## src/rtl/core/segint_pkg.sv

```systemverilog
package segint_pkg;

    // Coordinate width of every endpoint field (two's complement).
    localparam int unsigned COORD_W = 16;
    // A coordinate difference needs one bit more than a coordinate.
    localparam int unsigned DIFF_W  = COORD_W + 1;
    localparam int unsigned PROD_W  = 2 * DIFF_W;
    localparam int unsigned AREA_W  = PROD_W + 1;

    localparam int unsigned NUM_COORDS = 8;
    localparam int unsigned S_TDATA_W  = ((NUM_COORDS * COORD_W + 7) / 8) * 8;
    localparam int unsigned M_TDATA_W  = 8;

    // Bit positions of the result fields in the master tdata.
    localparam int unsigned RES_TOUCH = 0;
    localparam int unsigned RES_CROSS = 1;

    // Index of each orientation in the lane arrays.
    localparam logic [1:0] ORI_ABC = 2'd0;
    localparam logic [1:0] ORI_ABD = 2'd1;
    localparam logic [1:0] ORI_CDA = 2'd2;
    localparam logic [1:0] ORI_CDB = 2'd3;

    typedef logic signed [COORD_W-1:0] t_coord;
    typedef logic signed [DIFF_W-1:0]  t_diff;
    typedef logic signed [PROD_W-1:0]  t_prod;
    typedef logic signed [AREA_W-1:0]  t_area;

    typedef struct packed {
        t_coord ax;
        t_coord ay;
        t_coord bx;
        t_coord by_coord;
        t_coord cx;
        t_coord cy;
        t_coord dx;
        t_coord dy;
    } t_seg_pair;

    // Operands of area(P,Q,R) = (Qx-Px)*(Ry-Py) - (Rx-Px)*(Qy-Py).
    typedef struct packed {
        t_diff qx_px;
        t_diff ry_py;
        t_diff rx_px;
        t_diff qy_py;
    } t_orient_in;

    typedef struct packed {
        logic neg;
        logic zero;
    } t_sign;

    // Load enables of the four pipeline stages.
    typedef struct packed {
        logic s1;
        logic s2;
        logic s3;
        logic s4;
    } t_stage_en;

endpackage

```

## src/rtl/core/segint_decide.sv

```systemverilog
module segint_decide (
    input  logic                          i_clk,
    input  segint_pkg::t_stage_en         i_en,
    input  segint_pkg::t_sign [3:0]       i_sign,
    input  logic [3:0]                    i_rng,
    output logic                          o_touches,
    output logic                          o_crosses
);

    logic       r_touches;
    logic       r_crosses;
    logic       n_touches;
    logic       n_crosses;
    logic [3:0] pos;
    logic [3:0] zero;

    always_comb begin
        for (int i = 0; i < 4; i++) begin
            zero[i] = i_sign[i].zero;
            pos[i]  = !i_sign[i].neg && !i_sign[i].zero;
        end
        // Proper crossing: no collinear endpoint and both pairs straddle.
        n_crosses = (zero == 4'b0000)
                 && (pos[segint_pkg::ORI_ABC] != pos[segint_pkg::ORI_ABD])
                 && (pos[segint_pkg::ORI_CDA] != pos[segint_pkg::ORI_CDB]);
        n_touches = n_crosses || ((zero & i_rng) != 4'b0000);
    end

    always_ff @(posedge i_clk) begin
        if (i_en.s4) begin
            r_touches <= n_touches;
            r_crosses <= n_crosses;
        end
    end

    assign o_touches = r_touches;
    assign o_crosses = r_crosses;

endmodule

```

## config.mk

```make
export PLATFORM = sky130hd
export DESIGN_NAME = segint_decide
export DESIGN_NICKNAME = d
export VERILOG_FILES = /design/src/rtl/core/segint_pkg.sv /design/src/rtl/core/segint_decide.sv
export SDC_FILE = /design/constraint.sdc
export NUM_CORES = 1
export LEC_CHECK = 0
export CAP_MARGIN = 15
export CORE_AREA = 2 2 39 41
export DETAILED_ROUTE_END_ITERATION = 10
export DIE_AREA = 0 0 41 43
export DONT_BUFFER_PORTS = 1
export PLACE_DENSITY_LB_ADDON = 0.05
export SYNTH_ARGS = -nofsm -noshare
export SYNTH_HDL_FRONTEND = slang
export SYNTH_SLANG_ARGS = --single-unit
```

## constraint.sdc

```tcl
create_clock -name i_clk -period 2.94 [get_ports i_clk]
set_input_delay 0.147 -clock i_clk [delete_from_list [all_inputs] [get_ports i_clk]]
set_output_delay 0.147 -clock i_clk [all_outputs]
set_load 0.05 [all_outputs]
```

==> reports/results.ini <==
[worst_hold_path]
hold_class=primary input to flip-flop
holdCritStartpoint=i_en[0]

[logic_synthesis]
synth-edff-count=2
synth_top_cell_by_area=edfxtp_1
synth.cell_area_um2=118
seq_area_frac_synth=0.511
async_reset_ff_frac=0
synth_common_cells=a22oi_1, edfxtp_1, xnor2_1
yosysWarnings=0
ys.flop_type=edfxtp_1
yosysUniqueCellTypes=6
syn_nets=26
syn_avg_cell_area_um2=13.1
synthTopCellsByArea=edfxtp_1, xnor2_1, a22oi_1
syn-instance-count=9
synth_seq_cells=2
yosysTopAreaCellShare=0.511

[pwr]
static-leakage-power_nw=0.0464
powerDensity_mw_per_mm2=682
peakVddDrop_v=0.000160
fin_total_pwr_w=0.000109
pwr-share-seq=0.397
pwr-share-clk=0.548
sw_frac_of_total=0.239
p_sw_w=0.0000261
p_int_w=0.0000831
combPwrFrac=0.055

[cts]
clk_pin_slew_ns=0.03
h-tree-depth=1
cts-buffers-inserted=3
cts_num_sinks=2
cts_root_buffer=clkbuf_4
cts.repair.resized=0
ctsLongestPathBuffers=2
postCtsHoldBufs=0
cts_tree=done
post-cts-setup-buffer-count=0

[timing]
period_share=0.345
finalSetupViolCount=0
fmax_mhz=987
max_slew_margin=0.674
finalCriticalPeriod_ns=1.01
slew_violations=0
tns_ns=0
rsz0062_at_grt=no
tightest_slew_ns=0.490
hold_viol=0
setup_ws_ns=1.93

[routing]
drc=0
drt-total-wl_um=420
vias=106
viasPerCell=3.79
antenna_left=0
drt-wirelength-per-cell_um=15.0
firstDrtPassIters=4
drt-initial-drc-count=1

[floorplanning]
core.rowCount=14
start_util=0.0850
dieHeight_um=43
die_x_um=41
core_area_mm2=0.00138
die_area_mm2=0.00176
ioPinCount=19

[placed_design]
gp_congestion=0.618
dp_slack_ns=1.78
port_buffers=0

[final_layout]
drive_above_1_share=0.333
nets=31
synthToLayoutAreaGrowth_pct=36.2
diodes=0

[run_status]
status=completed

[job]
cap_violations=0

[setup_path]
path_class=flip-flop to output port
crit_start=o_crosses$_DFFE_PP_
end_kind=output port
cp.arrival_ns=0.87
critPathMaxFanout=1
cp-start-kind=flip-flop
required_ns=2.79

[grt]
grtUsageTotal=0.0623
grt_max_degree=3
first_global_vias=132
gr-total-overflow=0
antenna_found_initial=0
grt_first_pass_wirelength_um=621

-- placed cells by master (no fill, tap or decap), drive strengths merged --
master,instances
a22oi,2
clkbuf,3
edfxtp,2
nand3b,1
nor3,1
or4,1
xnor2,2
-- flip-flops by register name (all words and copies together), names as in the netlist --
name       flops
o_touches      1
o_crosses      1
-- routing by layer --
layer  part of all wire  GRT usage  vias up
li1                   -          -       43
met1               0.37     0.0484       45
met2               0.36     0.0688       18
met3               0.26     0.0838        0
met4                  0     0.0600        0
met5                  0          0        -
-- path summary, 6_finish.rpt --
check                  end  slack (ns)  cells past startpoint
min    o_crosses$_DFFE_PP_        0.03                      0
max              o_crosses        1.93                      0
-- area by class of cell --
cell class | instances | area, um2
clock buffer | 3 | 22.5
fill | 153 | 1220
multi-input combinational | 7 | 57.6
sequential | 2 | 60.1
tap | 16 | 20.0
-- per-stage QoR --
step                      utilization  std cells  hold slack (ns)  area, um2
after global routing            0.116         28           0.0188        160
after floorplan                     -          9            0.259        118
final                           0.116         28           0.0331        160
after detailed placement       0.0995         25            0.260        138
after CTS                       0.116         28           0.0230        160
after global placement         0.0995         25            0.260        138
-- logic make-up after synthesis --
group                     Yosys count  synth area share
AOI/OAI and AO/OA                   2             0.128
xor gates and xnor gates            2             0.149
DFF                                 2             0.511
and+or+nand+nor                     3             0.213
-- power groups by stage --
stage               combinational (W)  sequential (W)  clock (W)
global route               0.00000700       0.0000437  0.0000653
floorplan                  0.00000548       0.0000430          0
detailed placement         0.00000607       0.0000438          0
CTS                        0.00000607       0.0000434  0.0000634
global placement           0.00000570       0.0000435          0
finish                     0.00000606       0.0000433  0.0000598
(Power assumes the default switching activity.)
