==> config.mk <==
export PLATFORM = sky130hd
export DESIGN_NAME = segint_orient
export DESIGN_NICKNAME = d
export VERILOG_FILES = /design/src/rtl/core/segint_pkg.sv /design/src/rtl/core/segint_orient.sv
export SDC_FILE = /design/constraint.sdc
export NUM_CORES = 2
export LEC_CHECK = 0
export BUFFER_PORTS_ARGS = -buffer_cell sky130_fd_sc_hd__buf_4
export CAP_MARGIN = 20
export CELL_PAD_IN_SITES_DETAIL_PLACEMENT = 0
export CELL_PAD_IN_SITES_GLOBAL_PLACEMENT = 1
export CORE_MARGIN = 10
export CORE_UTILIZATION = 52
export CTS_BUF_LIST = sky130_fd_sc_hd__clkbuf_16
export CTS_CLUSTER_DIAMETER = 100
export DETAILED_ROUTE_END_ITERATION = 16
export GPL_TIMING_DRIVEN = 0
export PLACE_DENSITY = 0.83
export REMOVE_ABC_BUFFERS = 1
export SYNTH_ARGS = -nofsm -noshare
export SYNTH_HDL_FRONTEND = slang
export SYNTH_SLANG_ARGS = --single-unit
export TNS_END_PERCENT = 10
==> constraint.sdc <==
create_clock -name i_clk -period 10.43 [get_ports i_clk]
set_input_delay 2.086 -clock i_clk [delete_from_list [all_inputs] [get_ports i_clk]]
set_output_delay 2.086 -clock i_clk [all_outputs]
set_load 0.02 [all_outputs]
==> src/rtl/core/segint_pkg.sv <==
package segint_pkg;

    // Coordinate width of every endpoint field (two's complement).
    localparam int unsigned COORD_W = 16;
    // A coordinate difference needs one bit more than a coordinate.
    localparam int unsigned DIFF_W  = COORD_W + 1;
    localparam int unsigned PROD_W  = 2 * DIFF_W;
    localparam int unsigned AREA_W  = PROD_W + 1;

    localparam int unsigned NUM_COORDS = 8;
    localparam int unsigned S_TDATA_W  = ((NUM_COORDS * COORD_W + 7) / 8) * 8;
    localparam int unsigned M_TDATA_W  = 8;

    // Bit positions of the result fields in the master tdata.
    localparam int unsigned RES_TOUCH = 0;
    localparam int unsigned RES_CROSS = 1;

    // Index of each orientation in the lane arrays.
    localparam logic [1:0] ORI_ABC = 2'd0;
    localparam logic [1:0] ORI_ABD = 2'd1;
    localparam logic [1:0] ORI_CDA = 2'd2;
    localparam logic [1:0] ORI_CDB = 2'd3;

    typedef logic signed [COORD_W-1:0] t_coord;
    typedef logic signed [DIFF_W-1:0]  t_diff;
    typedef logic signed [PROD_W-1:0]  t_prod;
    typedef logic signed [AREA_W-1:0]  t_area;

    typedef struct packed {
        t_coord ax;
        t_coord ay;
        t_coord bx;
        t_coord by_coord;
        t_coord cx;
        t_coord cy;
        t_coord dx;
        t_coord dy;
    } t_seg_pair;

    // Operands of area(P,Q,R) = (Qx-Px)*(Ry-Py) - (Rx-Px)*(Qy-Py).
    typedef struct packed {
        t_diff qx_px;
        t_diff ry_py;
        t_diff rx_px;
        t_diff qy_py;
    } t_orient_in;

    typedef struct packed {
        logic neg;
        logic zero;
    } t_sign;

    // Load enables of the four pipeline stages.
    typedef struct packed {
        logic s1;
        logic s2;
        logic s3;
        logic s4;
    } t_stage_en;

endpackage

==> src/rtl/core/segint_orient.sv <==
module segint_orient (
    input  logic                   i_clk,
    input  segint_pkg::t_stage_en  i_en,
    input  segint_pkg::t_orient_in i_op,
    output segint_pkg::t_sign      o_sign
);

    segint_pkg::t_prod r_prod_p;
    segint_pkg::t_prod r_prod_q;
    segint_pkg::t_prod n_prod_p;
    segint_pkg::t_prod n_prod_q;
    segint_pkg::t_area n_area;
    segint_pkg::t_sign r_sign;
    segint_pkg::t_sign n_sign;

    always_comb begin
        n_prod_p = segint_pkg::t_prod'(i_op.qx_px) * segint_pkg::t_prod'(i_op.ry_py);
        n_prod_q = segint_pkg::t_prod'(i_op.rx_px) * segint_pkg::t_prod'(i_op.qy_py);
        n_area   = {r_prod_p[segint_pkg::PROD_W-1], r_prod_p}
                 - {r_prod_q[segint_pkg::PROD_W-1], r_prod_q};
        n_sign.neg  = n_area[segint_pkg::AREA_W-1];
        n_sign.zero = (n_area == '0);
    end

    always_ff @(posedge i_clk) begin
        if (i_en.s2) begin
            r_prod_p <= n_prod_p;
            r_prod_q <= n_prod_q;
        end
        if (i_en.s3) begin
            r_sign <= n_sign;
        end
    end

    assign o_sign = r_sign;

endmodule

==> out/results.txt <==
number of synthesized register bits: 70
FMAX: 124 MHz
Clock Sink Count: 70
Max Slew Vio Count: 0
drt wl/cell: 16.1 um
dpl cells: 3413
Crit. End Element: flip-flop
RSZ-0062 raised after global routing: no
Mapped Area: 0.0259 mm2
Antenna diodes: 0
Min-Delay Endpoint: o_sign[0]
Worst path slowest cell: fa_1
worst path cell trace: buf_4 -> and2_1 -> fa_1 -> inv_1 -> fa_1 -> fa_1 -> inv_1 -> fa_1 -> fa_1 -> inv_1 -> fa_1 -> inv_1 -> ha_1 -> a21o_1 -> a21boi_0 -> inv_1 -> o31ai_2 -> o21ai_1 -> o311ai_1 -> a211o_1 -> o21ai_1 -> a21oi_1 -> xnor2_1
Placed Area: 0.0269 mm2
hold path depth: 4
core area: 0.0491 mm2
FF-to-FF Start: r_prod_p[0]
die width: 243 um
delay of the slowest critical-path stage: 0.53 ns
CP Buf/Inv Count: 6
most common cell in the netlist: inv_1
CP Class: in2reg
Initial Utilization: 0.528
Setup Fix Bufs, Post-CTS: 0
r2r worst-path depth: 12
largest net degree at the start of global routing: 69
Required @ worst endpoint: 10.52 ns
critical path arrival: 8.16 ns
vias per cell: 5.32
EDFF count, synth: 70
initial drt markers: 913
Yosys top cell by area: fa_1
Total GRT Usage: 0.196
status: finished clean
antenna violations before repair: 0
final core utilization: 0.554
P&R area growth vs syn: 4.96%
clock buffer count from CTS: 9
ratio of cells with drive above 1 in the final layout: 0.0340
Mapped Cells: 2769
Post-CTS Resized: 0
DR pass1 iterations: 5
Die ar.: 0.0591 mm2
Hold Buf Count CTS: 0
Relative slew margins: 0.415
hold path startpoint: r_prod_p[30]
worst reg2reg path endpoint: o_sign[0]
row count: 81
final period utilization: 0.774
Routed Antenna Nets: 0
Fillers: 4571
Final Critical Period: 8.07 ns
final setup TNS: 0 ns
clk slew on worst S/H paths: 0.05 ns
Layout Nets: 3630
DR DRC count: 0
DIE HEIGHT: 243 um
PortBufs: 72
# setup viols final: 0
syn_area_per_cell: 9.35 um2
final design area excluding fillers: 0.0272 mm2
post-DP HPWL: 47.1 mm
Final GP Congestion: 0.870
R2R Setup Slk: 6.34 ns
TritonCTS clock tree: done
Final Skew: 0.00607 ns
H-tree levels: 3
sequential-to-total area share from yosys stat: 0.0812
asr flop ratio synth: 0
Root Driver: clkbuf_16
worst skew pair latency: 0.34 ns
Ports: 75
critical path peak fanout: 17
Slew @ Worst Pin: 0.878 ns
final hold vios: 0
Hold WC Path Type: reg2reg
routed via count: 18229
Unique masters post-synth: 70
MaxCap Viol Count: 0
family with the most delay on the worst path: adder cells
fin cells: 3427
Area contributors post-synth: fa_1 (46%), ha_1 (9.9%), inv_1 (9.8%), edfxtp_1 (8.1%), and2_1 (7.0%)
total global routing overflow: 0
WL final: 55.3 mm
top-area cell type share of the netlist area: 0.459
first-pass GRT wire length: 96.2 mm
Primary FF master, synth: edfxtp_1
commonest cells in the netlist: inv_1 (674), fa_1 (593), and2_1 (291), nand2_1 (288), ha_1 (204)
startpoint types: input port
Syn. warnings: 0
vias in the first global route: 20035
Crit path top cell by count: fa_1
clock buffer depth: 2
## worst max path at each step
stage / cells past startpoint / end / startpoint
final: 23 / r_prod_q[32] / i_op[25]
after global placement: 23 / r_prod_q[32] / i_op[25]
after global routing: 23 / r_prod_q[30] / i_op[25]
after floorplan: 22 / r_prod_q[32] / i_op[25]
after detailed placement: 23 / r_prod_q[32] / i_op[25]
after CTS: 23 / r_prod_q[32] / i_op[25]
## stage by stage
step | setup slack, ns | hold slack [ns]
finish | 2.36 | 0.931
global route | 1.98 | 0.996
CTS | 2.32 | 0.941
detailed placement | 1.98 | 0.936
global placement | 2.06 | 0.928
floorplan | 2.85 | 0.796
## state kept, by name, indices dropped and copies added, names as in the netlist
name	flops
r_prod_p	34
r_prod_q	34
o_sign	2
## cell families after synthesis
kind of cell | Yosys count | share of synthesized area
compound gates | 279 | 0.0709
buf+inv | 766 | 0.112
fa+ha+maj | 797 | 0.557
flops | 70 | 0.0812
xor+xnor | 87 | 0.0294
mux | 5 | 0.00198
simple gates | 765 | 0.148
## layout make-up
class	instances	area [um2]	area share
Sequential cell	70	2100	0.0774
Inverter	674	2530	0.0931
Multi-Input combinational cell	1933	20900	0.769
Clock inverter	5	46.3	0.00170
Tap cell	664	831	0.0306
Clock buffer	9	225	0.00829
Timing Repair Buffer	72	541	0.0199
## worst reg2reg max path: cells and delay by family (launching register included)
| family | cells | cell delay [ns] |
|---|---|---|
| AOI/OAI and AO/OA | 4 | 1.29 |
| and+or+nand+nor | 5 | 1.50 |
| adders and majority gates | 2 | 0.66 |
| DFF | 1 | 0.33 |
| buffers and inverters | 1 | 0.06 |
## metal layers
layer,global-route usage,routed length [um],vias to the layer above
li1,-,-,8321
met1,0.258,23500,9521
met2,0.347,28800,341
met3,0.0234,2400,46
met4,0.0270,573,0
met5,0,0,-
## layout by cell type, fill, tap and decap left out, types with 8 or more instances in the layout
| cell | synthesis | routed |
|---|---|---|
| o21bai_1 | 18 | 18 |
| buf_4 | 0 | 72 |
| and2_1 | 291 | 291 |
| nand2_1 | 288 | 288 |
| a21o_1 | 32 | 32 |
| nor3_1 | 13 | 13 |
| fa_1 | 593 | 593 |
| o21a_1 | 15 | 15 |
| ha_1 | 204 | 204 |
| xor2_1 | 18 | 18 |
| nand3_1 | 20 | 20 |
| a31oi_1 | 17 | 17 |
| nor2b_1 | 11 | 11 |
| o21ai_1 | 14 | 14 |
| o22ai_1 | 8 | 8 |
| xnor2_1 | 69 | 69 |
| clkbuf_16 | 0 | 9 |
| a21oi_1 | 67 | 67 |
| nand4_1 | 12 | 12 |
| nor2_1 | 85 | 85 |
| edfxtp_1 | 70 | 70 |
| o21ai_0 | 44 | 44 |
| nand2b_1 | 19 | 19 |
| inv_1 | 674 | 677 |
Power is left out: the tool's default activity adds up to more than one toggle a clock period on the data nets, which glitch-free logic cannot reach.
