===== config.mk =====
export PLATFORM = sky130hd
export DESIGN_NAME = segint_front
export DESIGN_NICKNAME = d
export VERILOG_FILES = /design/src/rtl/core/segint_pkg.sv /design/src/rtl/core/segint_front.sv
export SDC_FILE = /design/constraint.sdc
export NUM_CORES = 1
export LEC_CHECK = 0
export BUFFER_PORTS_ARGS = -buffer_cell sky130_fd_sc_hd__buf_2
export CAP_MARGIN = 25
export CELL_PAD_IN_SITES_DETAIL_PLACEMENT = 1
export CELL_PAD_IN_SITES_GLOBAL_PLACEMENT = 2
export CORE_AREA = 2 2 230 232
export CTS_CLUSTER_SIZE = 8
export DETAILED_ROUTE_END_ITERATION = 10
export DIE_AREA = 0 0 232 234
export GPL_ROUTABILITY_DRIVEN = 0
export PLACE_DENSITY = 0.88
export SLEW_MARGIN = 10
export SYNTH_ARGS = -nofsm -noshare
export SYNTH_HDL_FRONTEND = slang
export SYNTH_SLANG_ARGS = --single-unit

===== constraint.sdc =====
create_clock -name i_clk -period 3.3 [get_ports i_clk]
set_input_delay 0.33 -clock i_clk [delete_from_list [all_inputs] [get_ports i_clk]]
set_output_delay 0.33 -clock i_clk [all_outputs]
set_load 0.005 [all_outputs]

===== src/rtl/core/segint_pkg.sv =====
package segint_pkg;

    // Coordinate width of every endpoint field (two's complement).
    localparam int unsigned COORD_W = 16;
    // A coordinate difference needs one bit more than a coordinate.
    localparam int unsigned DIFF_W  = COORD_W + 1;
    localparam int unsigned PROD_W  = 2 * DIFF_W;
    localparam int unsigned AREA_W  = PROD_W + 1;

    localparam int unsigned NUM_COORDS = 8;
    localparam int unsigned S_TDATA_W  = ((NUM_COORDS * COORD_W + 7) / 8) * 8;
    localparam int unsigned M_TDATA_W  = 8;

    // Bit positions of the result fields in the master tdata.
    localparam int unsigned RES_TOUCH = 0;
    localparam int unsigned RES_CROSS = 1;

    // Index of each orientation in the lane arrays.
    localparam logic [1:0] ORI_ABC = 2'd0;
    localparam logic [1:0] ORI_ABD = 2'd1;
    localparam logic [1:0] ORI_CDA = 2'd2;
    localparam logic [1:0] ORI_CDB = 2'd3;

    typedef logic signed [COORD_W-1:0] t_coord;
    typedef logic signed [DIFF_W-1:0]  t_diff;
    typedef logic signed [PROD_W-1:0]  t_prod;
    typedef logic signed [AREA_W-1:0]  t_area;

    typedef struct packed {
        t_coord ax;
        t_coord ay;
        t_coord bx;
        t_coord by_coord;
        t_coord cx;
        t_coord cy;
        t_coord dx;
        t_coord dy;
    } t_seg_pair;

    // Operands of area(P,Q,R) = (Qx-Px)*(Ry-Py) - (Rx-Px)*(Qy-Py).
    typedef struct packed {
        t_diff qx_px;
        t_diff ry_py;
        t_diff rx_px;
        t_diff qy_py;
    } t_orient_in;

    typedef struct packed {
        logic neg;
        logic zero;
    } t_sign;

    // Load enables of the four pipeline stages.
    typedef struct packed {
        logic s1;
        logic s2;
        logic s3;
        logic s4;
    } t_stage_en;

endpackage


===== src/rtl/core/segint_front.sv =====
module segint_front (
    input  logic                                i_clk,
    input  segint_pkg::t_stage_en               i_en,
    input  segint_pkg::t_seg_pair               i_seg,
    output segint_pkg::t_orient_in [3:0]        o_ops,
    output logic [3:0]                          o_rng
);

    segint_pkg::t_orient_in [3:0] r_ops;
    segint_pkg::t_orient_in [3:0] n_ops;
    logic [3:0]                   r_rng;
    logic [3:0]                   n_rng;

    function automatic segint_pkg::t_diff sub(input segint_pkg::t_coord a,
                                               input segint_pkg::t_coord b);
        sub = {a[segint_pkg::COORD_W-1], a} - {b[segint_pkg::COORD_W-1], b};
    endfunction

    // Point r lies within the span of p..q, in x unless p and q share x.
    function automatic logic span(input segint_pkg::t_coord px, input segint_pkg::t_coord py,
                                  input segint_pkg::t_coord qx, input segint_pkg::t_coord qy,
                                  input segint_pkg::t_coord rx, input segint_pkg::t_coord ry);
        if (px != qx) begin
            span = (px <= rx && rx <= qx) || (px >= rx && rx >= qx);
        end else begin
            span = (py <= ry && ry <= qy) || (py >= ry && ry >= qy);
        end
    endfunction

    always_comb begin
        n_ops[segint_pkg::ORI_ABC] = '{sub(i_seg.bx, i_seg.ax), sub(i_seg.cy, i_seg.ay),
                                       sub(i_seg.cx, i_seg.ax), sub(i_seg.by_coord, i_seg.ay)};
        n_ops[segint_pkg::ORI_ABD] = '{sub(i_seg.bx, i_seg.ax), sub(i_seg.dy, i_seg.ay),
                                       sub(i_seg.dx, i_seg.ax), sub(i_seg.by_coord, i_seg.ay)};
        n_ops[segint_pkg::ORI_CDA] = '{sub(i_seg.dx, i_seg.cx), sub(i_seg.ay, i_seg.cy),
                                       sub(i_seg.ax, i_seg.cx), sub(i_seg.dy, i_seg.cy)};
        n_ops[segint_pkg::ORI_CDB] = '{sub(i_seg.dx, i_seg.cx), sub(i_seg.by_coord, i_seg.cy),
                                       sub(i_seg.bx, i_seg.cx), sub(i_seg.dy, i_seg.cy)};
        n_rng[segint_pkg::ORI_ABC] = span(i_seg.ax, i_seg.ay, i_seg.bx, i_seg.by_coord,
                                          i_seg.cx, i_seg.cy);
        n_rng[segint_pkg::ORI_ABD] = span(i_seg.ax, i_seg.ay, i_seg.bx, i_seg.by_coord,
                                          i_seg.dx, i_seg.dy);
        n_rng[segint_pkg::ORI_CDA] = span(i_seg.cx, i_seg.cy, i_seg.dx, i_seg.dy,
                                          i_seg.ax, i_seg.ay);
        n_rng[segint_pkg::ORI_CDB] = span(i_seg.cx, i_seg.cy, i_seg.dx, i_seg.dy,
                                          i_seg.bx, i_seg.by_coord);
    end

    always_ff @(posedge i_clk) begin
        if (i_en.s1) begin
            r_ops <= n_ops;
            r_rng <= n_rng;
        end
    end

    assign o_ops = r_ops;
    assign o_rng = r_rng;

endmodule


==> impl_metrics.csv <==
group,metric,value,unit
min_path,min_path_type,"input pin to register",
cts,cts.repair.resized,0,
sta,max_freq,374,MHz
floorplanning,start_util,33.4,%
global_route,grt_use_total,22.3,%
placement,hpwlAfterDp,52.8,mm
global_route,grt_pass1_wl,92.7,mm
cts,clkTransAtPathRegs,0.06,ns
synth,synth-async-reset-ratio,0,%
route,vias_per_cell,5.33,
sta,period_needed,2.67,ns
outcome,outcome,"finished clean",
setup_path,path_max_fanout,3,
synth,syn_avg_cell_area,9.48,µm²
layout,layout_common_cells,"buf_2, ha_1, edfxtp_1",
synth,synth-seq-cells,206,
route,ant_nets,0,
floorplanning,die-area,54300,µm²
cts,root_buffer,"clkbuf_16",
floorplanning,fp.dieH,234,µm
layout,drive_gt1_share,23.0,%
setup_path,startpoint_type,"input pin",
pwr,peakVddDrop,0.406,mV
setup_path,path_depth,13,
layout,finish.instance_area,20900,µm²
synth,synth_edf_count,206,
setup_path,critical_path_class,"input pin to register",
synth,syn_inst,1834,
floorplanning,rows,84,
setup_path,cp-endpoint,"o_rng[1]",
placement,dp_slack,0.0600,ns
setup_path,crit_buf_inv,4,
synth,synth-seq-area-share,35.6,%
cts,postCtsSetupBuffers,0,
route,dr.first_iter.drc_count,1134,
global_route,overflow,0,
sta,slew_headroom,52.1,%
placement,post-place-cells,2878,
layout,instances_no_fill,2924,
floorplanning,coreArea,52000,µm²
route,dr.pass1.iters,5,
layout,final_common_cell,"buf_2",
cts,htreeDepth,1,
setup_path,crit_slowest_cell,"or4_1",
sta,hold_viol_final,0,
synth,synthFlopType,"edfxtp_1",
global_route,grt_pass1_vias,15600,
pwr,p_leak,0.00967,µW
setup_path,cp_cell_sequence,"buf_2 > inv_1 > ha_1 > nor2b_1 > o21a_1 > o21ai_0 > a211oi_1 > buf_4 > o31ai_1 > buf_4 > xor2_1 > or4_1 > o21a_1",
pwr,power_density,455,nW/µm²
synth,yosys.cell_types.count,71,
min_path,hold_depth,3,
cts,cts_buffers,29,
global_route,grt_max_degree,75,
route,wl_per_cell,21.7,µm
setup_path,max_stage_delay,0.46,ns
sta,grt_setup_unrepaired,"false",
placement,io_buffers,405,
route,num_vias,15600,
cts,cts_sinks,206,
cts,cts_tree,"done",
synth,syn_area,17400,µm²
min_path,min_from,"i_seg[97]",
sta,fin_setup_tns,0,ns
sta,setup_violations,0,
pwr,power,9490,µW
cts,cts.path.max_buffers,3,
floorplanning,fp.dieW,232,µm
setup_path,crit_required,3.64,ns
layout,areaGrowthSynthToFinish,19.9,%
setup_path,critPathTopFamily,"compound AO/OA/AOI/OAI gates",
sta,tightest_slew,0.718,ns
setup_path,startpoint,"i_seg[1]",
setup_path,crit_arrival,3.01,ns
placement,placed_area,20100,µm²
cts,ctsHoldBuffers,0,
route,routed_wl,63.4,mm
layout,nets,2598,
job,cap_violations,0,
setup_path,endpoint_kind,"register",
sta,layout_worst_path_cycle_share,81.0,%
global_route,antenna_found_initial,16,
sta,fin_ws,0.628,ns
sta,slew_violations,0,
route,drc_errors,0,
synth,synth_nets,2211,
floorplanning,boundaryPins,409,
synth,ys_warn_count,0,
==> kinds of logic (layout without fill, tap and decap cells) <==
family          after synthesis  after routing  synth area share (%)
xor+xnor                    137            137                  6.90
compound gates              468            468                  17.7
simple gates                480            480                  13.5
mux                           8              8                 0.460
flops                       206            206                  35.6
other cells                   0             14                     0
fa+ha+maj                   244            244                  18.1
buf+inv                     291            679                  7.82
==> cell type report <==
| type | instances | area (µm²) |
|---|---|---|
| Clock buffer | 31 | 733 |
| Tap cell | 688 | 861 |
| Antenna cell | 14 | 35.0 |
| Inverter | 185 | 694 |
| Timing Repair Buffer | 462 | 2490 |
| Multi-Input combinational cell | 1337 | 9850 |
| Fill cell | 6127 | 31200 |
| Sequential cell | 206 | 6190 |
| Clock inverter | 1 | 8.76 |
==> cell usage after synthesis, types with 28 or more instances <==
library cell	count	area share [%]
ha_1	232	17
edfxtp_1	206	36
inv_1	185	4.0
a21oi_1	129	3.7
nor2_1	128	2.8
xnor2_1	99	5.0
nand2_1	97	2.1
o21ai_0	86	2.5
buf_4	70	3.0
a21o_1	63	2.7
nor3_1	60	1.7
nor2b_1	40	1.4
nand3_1	38	1.1
xor2_1	38	1.9
clkbuf_1	31	0.67
nand2b_1	28	1.0
nand4_1	28	1.0
==> per-stage QoR <==
step / util, % / hold WS (ns)
final: 40.1 / 0.230
after global routing: 40.1 / 0.232
after CTS: 40.0 / 0.199
after detailed placement: 38.6 / 0.724
after global placement: 38.6 / 0.725
after floorplan: - / 0.442
==> metal layers <==
metal / GRT usage (%) / share of wire [%]
met4: 7.05 / 2.7
met1: 31.4 / 47
met5: 0 / 0.063
met3: 3.88 / 5.7
met2: 34.9 / 45
==> how the worst min path moves through the flow <==
stage          slack [ns]         end
2_1_floorplan        0.44    o_ops[0]
4_1_cts              0.20   o_ops[35]
3_3_place_gp         0.73  o_ops[171]
6_report             0.23   o_ops[35]
3_5_place_dp         0.72  o_ops[155]
5_1_grt              0.23  o_ops[204]
==> registers in the layout, summed over array words and instances (netlist names) <==
| register | count |
|---|---|
| o_ops | 202 |
| o_rng | 4 |
==> power by group <==
group	internal (µW)	total, µW	switching, µW	leakage (µW)
logic	1340	3190	1850	0.00729
registers	3440	3610	170	0.00202
clock network	1530	2690	1160	0.000364
Note: power is estimated with default switching activity, not from simulation.
